$ cat src/rtl/linear_key_value_table_top_assert.svh
// ----------------------------------------------------------------------------
// Assertion macros for the linear key-value table
// Concurrent checks clocked on clk and disabled during rst.
// ----------------------------------------------------------------------------
`ifndef LINEAR_KEY_VALUE_TABLE_TOP_ASSERT_SVH
`define LINEAR_KEY_VALUE_TABLE_TOP_ASSERT_SVH

`ifndef NO_ASSERTIONS
`define LKVT_ASSERT_IMP(lbl, ante, cons, msg) \
  lbl: assert property (@(posedge clk) disable iff (rst) (ante) |-> (cons)) else $error(msg);
`define LKVT_ASSERT_NXT(lbl, ante, cons, msg) \
  lbl: assert property (@(posedge clk) disable iff (rst) (ante) |=> (cons)) else $error(msg);
`else
`define LKVT_ASSERT_IMP(lbl, ante, cons, msg)
`define LKVT_ASSERT_NXT(lbl, ante, cons, msg)
`endif

`endif

$ cat src/rtl/lkvt_pkg.sv
// ----------------------------------------------------------------------------
// lkvt_pkg
// Shared constants and types of the linear key-value table.
// ----------------------------------------------------------------------------
`timescale 1ns / 1ps
`default_nettype none

package lkvt_pkg;

  localparam int ENTRIES = 16;
  localparam int IDX_W   = $clog2(ENTRIES);
  localparam int CNT_W   = $clog2(ENTRIES + 1);

  localparam logic [CNT_W-1:0] FULL_COUNT = CNT_W'(ENTRIES);
  localparam logic [CNT_W-1:0] COUNT_ONE  = CNT_W'(1);

  localparam logic [1:0] KIND_INSERT = 2'd0;
  localparam logic [1:0] KIND_LOOKUP = 2'd1;
  localparam logic [1:0] KIND_REMOVE = 2'd2;

  typedef struct packed {
    logic [1:0]         kind;
    logic signed [63:0] key;
    logic signed [63:0] new_value;
  } req_t;

  typedef struct packed {
    logic               status;
    logic               found;
    logic signed [63:0] old_value;
    logic [3:0]         entry_index;
    logic [4:0]         entry_count;
  } rsp_t;

  // search token passed cell to cell
  typedef struct packed {
    logic             valid;
    logic             hit;
    logic [IDX_W-1:0] slot;
    logic [63:0]      value;
    logic [63:0]      last_key;
    logic [63:0]      last_value;
  } probe_t;

  // broadcast write into one cell
  typedef struct packed {
    logic             en;
    logic             set_key;
    logic [IDX_W-1:0] idx;
    logic [63:0]      key;
    logic [63:0]      value;
  } cell_wr_t;

endpackage

`default_nettype wire

$ cat src/rtl/lkvt_cell.sv
// ----------------------------------------------------------------------------
// lkvt_cell
// One table slot: holds a key and a value, checks the passing search token
// against its key and forwards the token to the next slot.
// ----------------------------------------------------------------------------
`timescale 1ns / 1ps
`default_nettype none

module lkvt_cell import lkvt_pkg::*; (
  input  logic             clk,
  input  logic             rst,
  input  logic [IDX_W-1:0] index,
  input  logic [CNT_W-1:0] count,
  input  logic [63:0]      key,
  input  probe_t           probe_in,
  input  cell_wr_t         wr,
  output probe_t           probe_out
);

  logic [63:0] stored_key;
  logic [63:0] stored_value;
  logic        live;
  logic        match;
  logic        is_last;
  probe_t      probe_next;

  assign live    = CNT_W'(index) < count;
  assign is_last = (CNT_W'(index) + COUNT_ONE) == count;
  assign match   = probe_in.valid && !probe_in.hit && live && (stored_key == key);

  always_comb begin
    probe_next = probe_in;
    if (match) begin
      probe_next.hit   = 1'b1;
      probe_next.slot  = index;
      probe_next.value = stored_value;
    end
    if (is_last) begin
      probe_next.last_key   = stored_key;
      probe_next.last_value = stored_value;
    end
  end

  always_ff @(posedge clk) begin
    if (rst) begin
      probe_out.valid <= 1'b0;
    end else begin
      probe_out <= probe_next;
    end
  end

  always_ff @(posedge clk) begin
    if (wr.en && (wr.idx == index)) begin
      if (wr.set_key) begin
        stored_key <= wr.key;
      end
      stored_value <= wr.value;
    end
  end

endmodule

`default_nettype wire

$ cat config.mk
export PLATFORM = sky130hd
export DESIGN_NAME = lkvt_cell
export DESIGN_NICKNAME = d
export VERILOG_FILES = /design/src/rtl/linear_key_value_table_top_assert.svh /design/src/rtl/lkvt_pkg.sv /design/src/rtl/lkvt_cell.sv
export SDC_FILE = /design/constraint.sdc
export NUM_CORES = 1
export LEC_CHECK = 0
export ABC_AREA = 1
export BUFFER_PORTS_ARGS = -buffer_cell sky130_fd_sc_hd__buf_2
export CORE_AREA = 2 2 233 235
export CTS_CLUSTER_SIZE = 16
export DETAILED_ROUTE_END_ITERATION = 6
export DIE_AREA = 0 0 235 237
export GPL_ROUTABILITY_DRIVEN = 0
export PLACE_DENSITY = 0.52
export SLEW_MARGIN = 40
export SYNTH_ARGS = -nofsm -noshare
export SYNTH_HDL_FRONTEND = slang
export SYNTH_SLANG_ARGS = --single-unit
$ cat constraint.sdc
create_clock -name clk -period 8.2 [get_ports clk]
set_clock_uncertainty 0.2 [all_clocks]
set_input_delay 0.41 -clock clk [delete_from_list [all_inputs] [get_ports clk]]
set_output_delay 0.41 -clock clk [all_outputs]
set_load 0.01 [all_outputs]
Word level (Yosys, flattened, before mapping)
Cells that the tools add are included.
Widths: inputs -> output; s select.
{"block": "totals", "ramBits": 0, "romBits": 0, "latch_bits": 0, "regBits": 326, "memories": 0}
{"block": "classes", "shift": 0, "addsub": 1, "reduce_logical": 6, "order_cmp": 1, "eq_ne": 3, "n_mux": 2, "bitwise_logic": 0, "mul": 0, "div": 0}
{"operator": "$mux 128", "n": 1}
{"operator": "$mux 68", "n": 1}
{"operator": "$eq 64x64->1", "n": 1}
{"operator": "$add 4x1->5 const B", "n": 1}
{"operator": "$eq 5x5->1", "n": 1}
{"operator": "$lt 4x5->1", "n": 1}
{"operator": "$eq 4x4->1", "n": 1}
{"operator": "$logic_and 1x1->1", "n": 4}
{"operator": "$reduce_and 2->1", "n": 1}
{"operator": "$logic_not 1->1", "n": 1}

Depth between registers and ports, before layout
Gate-level depths: netlist of run 1.
{"block": "logic_depth", "depth_word": 5, "ltp_mapped": 13, "depth_no_buf": 11}

Worst setup path before layout of run 1
Ideal clock, no wire load.
{"block": "synth_path", "path_type": "input port to flip-flop", "start": "in index[0]", "end": "reg stored_key[0], enable pin", "n_path_buf": 0, "arrival_time_ns": 5.379, "stages": 4, "t_required_ns": 7.422, "setup_slack_ns": 2.044, "cell_sequence": "inv_1 or2_2 o211ai_1 nor3b_1"}
{"block": "synth_via", "elab_chain_cells": 3}
{"item": "start, declared", "line_no": "lkvt_cell.sv:12", "source": "input logic [IDX_W-1:0] index,"}
{"item": "$eq 4x4->1", "line_no": "lkvt_cell.sv:53", "source": "if (wr.en && (wr.idx == index)) begin"}
{"item": "$logic_and 1x1->1", "line_no": "lkvt_cell.sv:53"}
{"item": "$reduce_and 2->1 (no source line)"}
{"item": "end signal, assigned", "line_no": "lkvt_cell.sv:55", "source": "stored_key <= wr.key;"}
{"item": "end, declared", "line_no": "lkvt_cell.sv:20", "source": "logic [63:0] stored_key;"}
No other way between the ends.
A chain may end at the register's enable or synchronous reset.

==> impl_results.md, run 1 <==
- Hold depth: 3
- Setup Slack @ Placement: 4.40 ns
- Max stage delay on crit path: 0.52 ns
- Die X: 235 um
- Crit path kind: reg2reg
- CP most frequent cell: nand2_1
- Clk sinks: 326
- TritonCTS clock tree: built
- Worst-path fanout max: 69
- Fin worst setup slack: 4.91 ns
- Largest net degree at the start of global routing: 105
- Synthesized flop and latch total: 326
- Vias: 12500
- Die Ht: 237 um
- Fill count: 5079
- Unrepaired setup endpoints after global routing: no
- Worst hold-check path type: in2reg
- Synth Net Count: 1689
- DRC: 0
- Max-slew violations: 0
- Mapped Area: 0.0140 sq mm
- Maximum vdd ir drop: 0.000146 V
- Clock Pin Slew Worst Setup and Hold Paths: 0.06 ns
- Clock latency on the worst-skew pair: 0.54 ns
- Detailed Routing Iterations Pass 1: 6
- Num rows: 85
- Grt ovf: 0
- Total wire length: 49800 um
- Sequential share of the synthesized area: 70.1%
- Core Box Area: 0.0533 sq mm
- Critical-path top delay cell: nand3_4
- Worst EP required: 8.29 ns
- DRT iter0 DRCs: 722
- Die area: 0.0557 sq mm
- Max Cap Viol: 0
- CP bufs+invs: 2
- Crit path DAT: 3.38 ns
- Hold Violations, Final: 0
- Root Buffer: clkbuf_16
- YS warnings: 0
- Syn Area/Cell: 10.9 sq um
- Vias in the first global route: 13300
- Status: completed
- Critical path's top delay family: simple AND/OR/NAND/NOR gates
- Final Setup Violations: 0
- Post-synthesis cell type count: 29
- Fraction of layout instances using a drive strength above 1: 30.7%
- # IOs: 605
- Final Net Count: 2613
- Antenna Nets Post-Route: 0
- Final period util: 40.1%
- CTS max path bufs: 3
- F_max: 304 MHz
- FF-to-FF path depth: 11
- IO Port Bufs: 604
- Worst-margin pin slew: 0.864 ns
- H-Tree Depth: 2
- Setup_tns: 0 ns
- Gate Count Post-Synth: 1277
- Initial antenna violation count: 11
- Element type at the critical path end: register
- First-pass GRT wire length: 75000 um
- Startpoint types: register
- Worst path depth: 11
- Minimum clock period: 3.29 ns
- Hpwl dp: 34700 um
- Initial Util: 26.2%
- Total track usage: 17.3%
- Area Growth Syn to Fin: 59.7%
- TritonCTS buffer count: 39
- WL per Instance: 17.0 um
- Pwr Density: 192 mW/mm^2
- Rel. slew slack: 42.4%
- P_leak: 10.4 nW
- CP cell instances: xor2_1 -> nor2_1 -> nand2_1 -> nor2_1 -> nand2_1 -> nor2_4 -> buf_6 -> nand3_4 -> buf_12 -> nand2_1 -> nand2_1
- Vias per Instance: 4.27
cells in the final DEF (no fill, tap or decap), types with 2 or more instances in the layout:
cell             n
nand3_1          5
nor2_4           3
xor2_1          15
ha_1             5
a21oi_1          2
inv_2            2
buf_6            5
inv_1          181
clkinv_2         5
clkbuf_1         6
bufinv_16        6
xnor2_1          8
dlygate4sd3_1  322
o21ai_1         10
diode_2          7
edfxtp_1       325
o21ai_0        119
nand4_1         70
buf_2          604
nand2_1        425
clkinv_1         5
nor2_1          39
buf_4            7
clkbuf_16       41
worst min-delay path, cell delays in order:
cell and delay [ns]:
buf_2 0.09, nand2_1 0.04, o21ai_1 0.11
report_power, final:
group          leakage [nW]  switching [mW]  internal [mW]
sequential             3.10          0.0318           1.94
clock                 0.629           0.688           1.09
combinational          6.63           0.253          0.262
total                  10.4           0.972           3.30
layout make-up:
type	count	area, sq um	area share (%)
Inverter	184	698	3.13
Clock inverter	18	240	1.08
Clock buffer	47	1050	4.71
Multi-Input combinational cell	711	3250	14.6
Sequential cell	326	9780	43.9
Tap cell	696	871	3.91
Timing Repair Buffer	939	6370	28.6
Antenna cell	7	17.5	0.0786
registers in the layout, indices dropped and copies added (netlist names):
| signal | flops |
|---|---|
| probe_out | 198 |
| stored_key | 64 |
| stored_value | 64 |
worst paths after layout:
path | slack [ns] | startpoint | to
hold / removal | 0.04 | probe_in[9] | probe_out[9]
hold reg to reg | 0.40 | stored_value[29] | probe_out[157]
setup reg to reg | 4.91 | stored_key[62] | probe_out[136]
setup / recovery | 4.91 | stored_key[62] | probe_out[136]
cell families (layout without fill, tap and decap cells):
family / Yosys count / after routing / synth area share [%]
buffers and inverters: 240 / 1188 / 6.88
and+or+nand+nor: 549 / 549 / 16.3
xor gates and xnor gates: 23 / 23 / 1.44
AOI/OAI and AO/OA: 134 / 134 / 4.85
adders and majority gates: 5 / 5 / 0.448
other: 0 / 7 / 0
DFF: 326 / 326 / 70.1
layer usage:
metal  routed length (um)  vias to the layer above  GRT usage (%)  share of wire (%)
met1                19700                     5772           20.4                 40
met2                25100                      510           30.5                 50
met5                   27                        -              0              0.054
li1                     -                     6101              -                  -
met4                 1640                        4           6.69                3.3
met3                 3340                      106           3.92                6.7
through the flow:
step / power, mW / cells / instance area [sq um] / hold slack, ns / utilization (%)
finish: 4.27 / 2928 / 22300 / 0.0409 / 41.8
global route: 4.45 / 2926 / 22300 / 0.0216 / 41.8
CTS: 4.33 / 2921 / 22300 / 0.00863 / 41.8
detailed placement: 2.40 / 2534 / 17700 / 0.385 / 33.3
global placement: 2.39 / 2533 / 17700 / 0.378 / 33.2
floorplan: 2.17 / 1277 / 14000 / 0.281 / -
cell usage after synthesis (all sizes together):
| cell | number | area, sq um |
|---|---|---|
| buf | 35 | 189 |
| o21ai | 129 | 646 |
| edfxtp | 325 | 9760 |
| inv | 184 | 691 |
| a21oi | 2 | 10.0 |
| dfxtp | 1 | 20.0 |
| nor2 | 42 | 163 |
| or2 | 2 | 12.5 |
| o22ai | 1 | 6.26 |
| nand2 | 425 | 1600 |
| ha | 5 | 62.6 |
| xnor2 | 8 | 70.1 |
| nand4 | 70 | 438 |
| o21a | 1 | 7.51 |
| nand3 | 6 | 35.0 |
| nor3 | 3 | 25.0 |
| o211ai | 1 | 7.51 |
| nor3b | 1 | 7.51 |
| xor2 | 15 | 131 |
| clkbuf | 21 | 81.3 |
repair_timing:
item,in CTS,in global routing
endpoints found under the setup margin,0,0
setup buffers,0,0
gates resized for setup,0,0
hold endpoints to repair,321,0
hold buffers,322,0
(Power assumes the default switching activity.)
==> inputs of run 2 (changes only) <==
- ABC_AREA: 1 -> 0
- CORE_AREA: 2 2 233 235 -> 2 2 234 236
- DIE_AREA: 0 0 235 237 -> 0 0 236 238
- clock period: 8.2 -> 3 ns (I/O delays scaled with it)
==> impl_results.md, run 2 <==
- Status: completed
- Main synth FF type: edfxtp_1
- Comb pwr share: 13.1%
- Final Setup Violations: 0
- TritonCTS buffer count: 37
- Rel. slew slack: 59.7%
- Synthesized flop and latch total: 326
- Setup Slack @ Placement: -0.234 ns
- Grt ovf: 0
- Antenna Nets Post-Route: 0
- TritonCTS clock tree: built
- Detailed Routing Iterations Pass 1: 4
- Fin worst setup slack: 0.00672 ns
- DRT iter0 DRCs: 396
- Post-synth EDFFs: 325
- # IOs: 605
- Synth Net Count: 1095
- Largest registers: probe_out (198), stored_key (64), stored_value (64)
- Final Net Count: 2094
- Die Ht: 238 um
- WL per Instance: 19.7 um
- Total track usage: 16.2%
- Crit path kind: reg2reg
- IO Port Bufs: 604
- Synth top cells by count: edfxtp_1 (325), mux2_2 (183), xnor2_1 (40), xor2_1 (20), inv_1 (18)
- F_max: 334 MHz
- Cell Count, Final, Fillers Out: 2407
- Hold Violations, Final: 0
- DRC: 0
- P_leak: 8.97 nW
- Sw frac: 22.6%
- Top-count cell post-synth: edfxtp_1
- Element type at the critical path end: register
- H-Tree Depth: 2
- Clock latency on the worst-skew pair: 0.54 ns
- Largest cells by area after synthesis: edfxtp_1 (74%), mux2_2 (16%), xnor2_1 (2.7%)
- Gate Count Post-Synth: 683
- Vias per Instance: 4.16
- Worst EP required: 3.08 ns
- First-pass GRT wire length: 67900 um
- Leading cell types in the layout, fill and taps excluded: buf_2 (604), dlygate4sd3_1 (334), edfxtp_1 (325), mux2_2 (183), clkbuf_16 (40)
- NetSw: 2.49 mW
- Die X: 236 um
- Die area: 0.0562 sq mm
- Area Growth Syn to Fin: 67.4%
- Post-synthesis cell type count: 33
- Max-slew violations: 0
- Num rows: 85
- P_int: 8.51 mW
- CTS max path bufs: 3
- Vias in the first global route: 11000
- Clock Pin Slew Worst Setup and Hold Paths: 0.06 ns
- Core Box Area: 0.0535 sq mm
- Vias: 10000
- Flop pwr share: 48.9%
- Fill count: 4997
- Crit path DAT: 3.07 ns
- Fraction of layout instances using a drive strength above 1: 52.4%
- Worst-path fanout max: 21
- Minimum clock period: 2.99 ns
- Total wire length: 47300 um
- Startpoint types: register
- YS warnings: 0
- Most flops, register: probe_out
- Clock Power Share: 38.0%
- Initial antenna violation count: 10
- Final period util: 99.8%
- Maximum vdd ir drop: 0.000394 V
- Yosys top cell by area: edfxtp_1
- Max reg flops: 198
- Sequential share of the synthesized area: 74.6%
- Syn Area/Cell: 19.2 sq um
- Clk sinks: 326
- Synth top area share: 74.4%
- Largest net degree at the start of global routing: 80
- Hpwl dp: 34900 um
- Mapped Area: 0.0131 sq mm
- Worst hold-check path type: in2reg
- Setup_tns: 0 ns
- Max Cap Viol: 0
- Fraction of registers with async set/reset: 0%
- Root Buffer: clkbuf_16
- Initial Util: 24.5%
- Pwr Density: 501 mW/mm^2
- Unrepaired setup endpoints after global routing: yes
- Dpl cells: 2003
- Commonest non-fill, non-tap cell in the layout: buf_2
- Worst-margin pin slew: 0.600 ns
[run 2: changes by cell type after synthesis, sizes merged, moves of 21 or more]
| cell | previous run | this run |
|---|---|---|
| buf | 35 | 14 |
| nor2 | 42 | 2 |
| nand2 | 425 | 6 |
| nand4 | 70 | 12 |
| xnor2 | 8 | 40 |
| inv | 184 | 18 |
| o21ai | 129 | 5 |
| mux2 | 0 | 192 |
[run 2: logic make-up (layout without fill, tap and decap cells)]
family | count (synthesis) | in the layout | share of synthesized area [%]
compound gates | 21 | 21 | 1.13
other cells | 0 | 2 | 0
buf+inv | 40 | 1066 | 1.37
flops | 326 | 326 | 74.6
mux | 193 | 193 | 16.8
xor+xnor | 60 | 60 | 4.01
simple gates | 38 | 38 | 1.63
fa+ha+maj | 5 | 5 | 0.477
[run 2: layout make-up]
class / count / area, sq um / area share, %
Timing Repair Buffer: 982 / 6880 / 31.4
Clock inverter: 16 / 76.3 / 0.348
Multi-Input combinational cell: 317 / 3240 / 14.8
Inverter: 18 / 71.3 / 0.325
Clock buffer: 50 / 1020 / 4.63
Tap cell: 696 / 871 / 3.97
Antenna cell: 2 / 5.00 / 0.0228
Sequential cell: 326 / 9780 / 44.6
[run 2: repair_timing]
action / in CTS / in global routing
hold buffers: 334 / 0
gates cloned: 0 / 1
endpoints found under the hold margin: 341 / 0
setup buffers: 0 / 1
pin swaps: 3 / 1
gates resized for setup: 8 / 1
setup endpoints to repair: 68 / 68
[run 2: power groups by stage]
| stage | registers, mW | logic, mW | clock network (mW) |
|---|---|---|---|
| global placement | 5.47 | 1.07 | 0 |
| detailed placement | 5.47 | 1.08 | 0 |
| CTS | 5.38 | 1.45 | 4.34 |
| floorplan | 5.58 | 0.332 | 0 |
| finish | 5.37 | 1.44 | 4.18 |
| global route | 5.39 | 1.54 | 4.49 |
[run 2: path summary, 6_finish.rpt]
check                           to  cells after the start  slack, ns              from
setup / recovery    probe_out[186]                      7      0.007    stored_key[51]
setup reg to reg    probe_out[186]                      7      0.007    stored_key[51]
hold reg to reg     probe_out[189]                      1       0.36  stored_value[61]
hold / removal    stored_value[62]                      3       0.04           wr[130]
[run 2: critical path: stages (launching register included)]
cell,delay (ns)
edfxtp_1,0.44
xnor2_1,0.16
nand4_1,0.19
nor4_4,0.35
nand4_1,0.19
or4_4,0.66
buf_16,0.21
mux2_4,0.31
[run 2: per-stage QoR]
stage	util, %	total power, mW	cell area, sq um	hold WS, ns
floorplan	-	5.91	13100	0.0216
CTS	40.9	11.2	21900	0.00774
detailed placement	32.5	6.55	17400	0.128
global route	41.0	11.4	21900	0.0267
finish	41.0	11.0	21900	0.0361
global placement	32.5	6.54	17400	0.127
[run 2: per-layer routing]
metal | up-vias | wire length, um | global-route usage (%)
met5 | - | 49 | 0
met1 | 4794 | 17700 | 17.7
met4 | 8 | 1200 | 4.94
met3 | 77 | 3910 | 5.33
met2 | 475 | 24400 | 29.7
li1 | 4664 | - | -
==> inputs of run 3 (changes only) <==
- CORE_AREA: 2 2 234 236 -> 2 2 233 235
- DIE_AREA: 0 0 236 238 -> 0 0 235 237
- PLACE_DENSITY: 0.52 -> 0.51
- TNS_END_PERCENT: unset -> 10
- clock period: 3 -> 3.9 ns (I/O delays scaled with it)
==> impl_results.md, run 3 (synthesized netlist as in run 2, its figures left out) <==
- Status: completed
- Clock Pin Slew Worst Setup and Hold Paths: 0.06 ns
- Worst-margin pin slew: 0.829 ns
- H-Tree Depth: 2
- DRT iter0 DRCs: 279
- Final period util: 84.5%
- Hold Violations, Final: 0
- Final Net Count: 2064
- Startpoint types: register
- Grt ovf: 0
- Setup Slack @ Placement: 0.517 ns
- Total track usage: 15.9%
- Area Growth Syn to Fin: 65.0%
- Antenna Nets Post-Route: 0
- Most flops, register: probe_out
- Total wire length: 45900 um
- Max stage delay on crit path: 0.73 ns
- CP bufs+invs: 2
- Vias per Instance: 4.21
- Maximum vdd ir drop: 0.000293 V
- Final instance area: 0.0216 sq mm
- Critical-path top delay cell: or4_4
- Critical path's top delay family: simple AND/OR/NAND/NOR gates
- Core Box Area: 0.0533 sq mm
- DRC: 0
- Root Buffer: clkbuf_16
- Die area: 0.0557 sq mm
- Max-slew violations: 0
- Fin worst setup slack: 0.606 ns
- Dpl cells: 1975
- Max Cap Viol: 0
- Clock latency on the worst-skew pair: 0.54 ns
- CTS max path bufs: 3
- # IOs: 605
- F_max: 304 MHz
- Worst EP required: 3.98 ns
- Cell Count, Final, Fillers Out: 2379
- P_leak: 8.80 nW
- CP cell instances: inv_1 -> o22ai_1 -> nor4_1 -> nand4_1 -> or4_4 -> buf_12 -> mux2_4
- Die X: 235 um
- Max reg flops: 198
- IO Port Bufs: 604
- Vias in the first global route: 11000
- Cell Area, Placed: 0.0171 sq mm
- Clk sinks: 326
- Element type at the critical path end: register
- Largest net degree at the start of global routing: 72
- First-pass GRT wire length: 67200 um
- Worst-path fanout max: 30
- Die Ht: 237 um
- Unrepaired setup endpoints after global routing: no
- Rel. slew slack: 44.7%
- Fraction of layout instances using a drive strength above 1: 51.8%
- WL per Instance: 19.3 um
- Initial Util: 24.6%
- PostCTS Resize Cnt: 0
- Worst hold-check path type: in2reg
- Power, Total: 8.72 mW
- Crit path kind: reg2reg
- Minimum clock period: 3.29 ns
- Final Setup Violations: 0
- Initial antenna violation count: 6
- Num rows: 85
- Largest registers: probe_out (198), stored_key (64), stored_value (64)
- Fill count: 5008
- Crit path DAT: 3.37 ns
- TritonCTS buffer count: 39
- Final core utilization: 40.6%
- Pwr Density: 403 mW/mm^2
- Leading cell types in the layout, fill and taps excluded: buf_2 (604), dlygate4sd3_1 (332), edfxtp_1 (325), mux2_2 (183), clkbuf_16 (40)
- Commonest non-fill, non-tap cell in the layout: buf_2
- Detailed Routing Iterations Pass 1: 6
- Hpwl dp: 32900 um
- Vias: 10000
- TritonCTS clock tree: built
run 3: cell count changes in the layout (fill, tap and decap cells not counted), sizes merged:
cell	previous run	this run
buf	647	618
clkinv	13	11
diode	2	4
clkbuf	51	53
clkinvlp	3	2
dlygate4sd3	334	332
bufinv	0	2
run 3: path summary, 6_finish.rpt:
kind	startpoint	endpoint	slack, ns	depth (start not counted)
worst max register to register	stored_key[23]	probe_out[186]	0.61	7
worst max-delay path	stored_key[23]	probe_out[186]	0.61	7
worst min register to register	stored_value[11]	probe_out[139]	0.37	1
worst min-delay path	wr[69]	stored_key[5]	0.16	2
run 3: where the power goes:
| part | switching, mW | total (mW) | internal, mW |
|---|---|---|---|
| logic | 0.452 | 1.07 | 0.617 |
| clock network | 1.46 | 3.52 | 2.06 |
| registers | 0.0601 | 4.14 | 4.08 |
| total | 1.97 | 8.72 | 6.75 |
run 3: repair_timing:
action / 4_1_cts / 5_1_grt
hold buffers: 332 / 0
buffers inserted: 0 / 0
hold endpoints to repair: 338 / 0
setup endpoints to repair: 0 / 0
run 3: cell type report:
| type | count | area [sq um] | share of cell area [%] |
|---|---|---|---|
| Clock buffer | 53 | 1070 | 4.94 |
| Antenna cell | 4 | 10.0 | 0.0462 |
| Clock inverter | 15 | 143 | 0.659 |
| Timing Repair Buffer | 950 | 6520 | 30.1 |
| Multi-Input combinational cell | 317 | 3180 | 14.7 |
| Sequential cell | 326 | 9780 | 45.2 |
| Inverter | 18 | 71.3 | 0.329 |
| Tap cell | 696 | 871 | 4.02 |
run 3: per-layer routing:
metal | GRT usage, % | wire [um]
met5 | 0 | 22
met1 | 17.8 | 17800
met3 | 5.07 | 3670
met4 | 5.01 | 1190
met2 | 28.7 | 23200
run 3: metrics by stage:
step | TNS (ns) | hold WS [ns]
after floorplan | -27.37 | 0.0666
after global placement | 0 | 0.173
after detailed placement | 0 | 0.173
after CTS | 0 | 0.106
after global routing | 0 | 0.130
final | 0 | 0.159
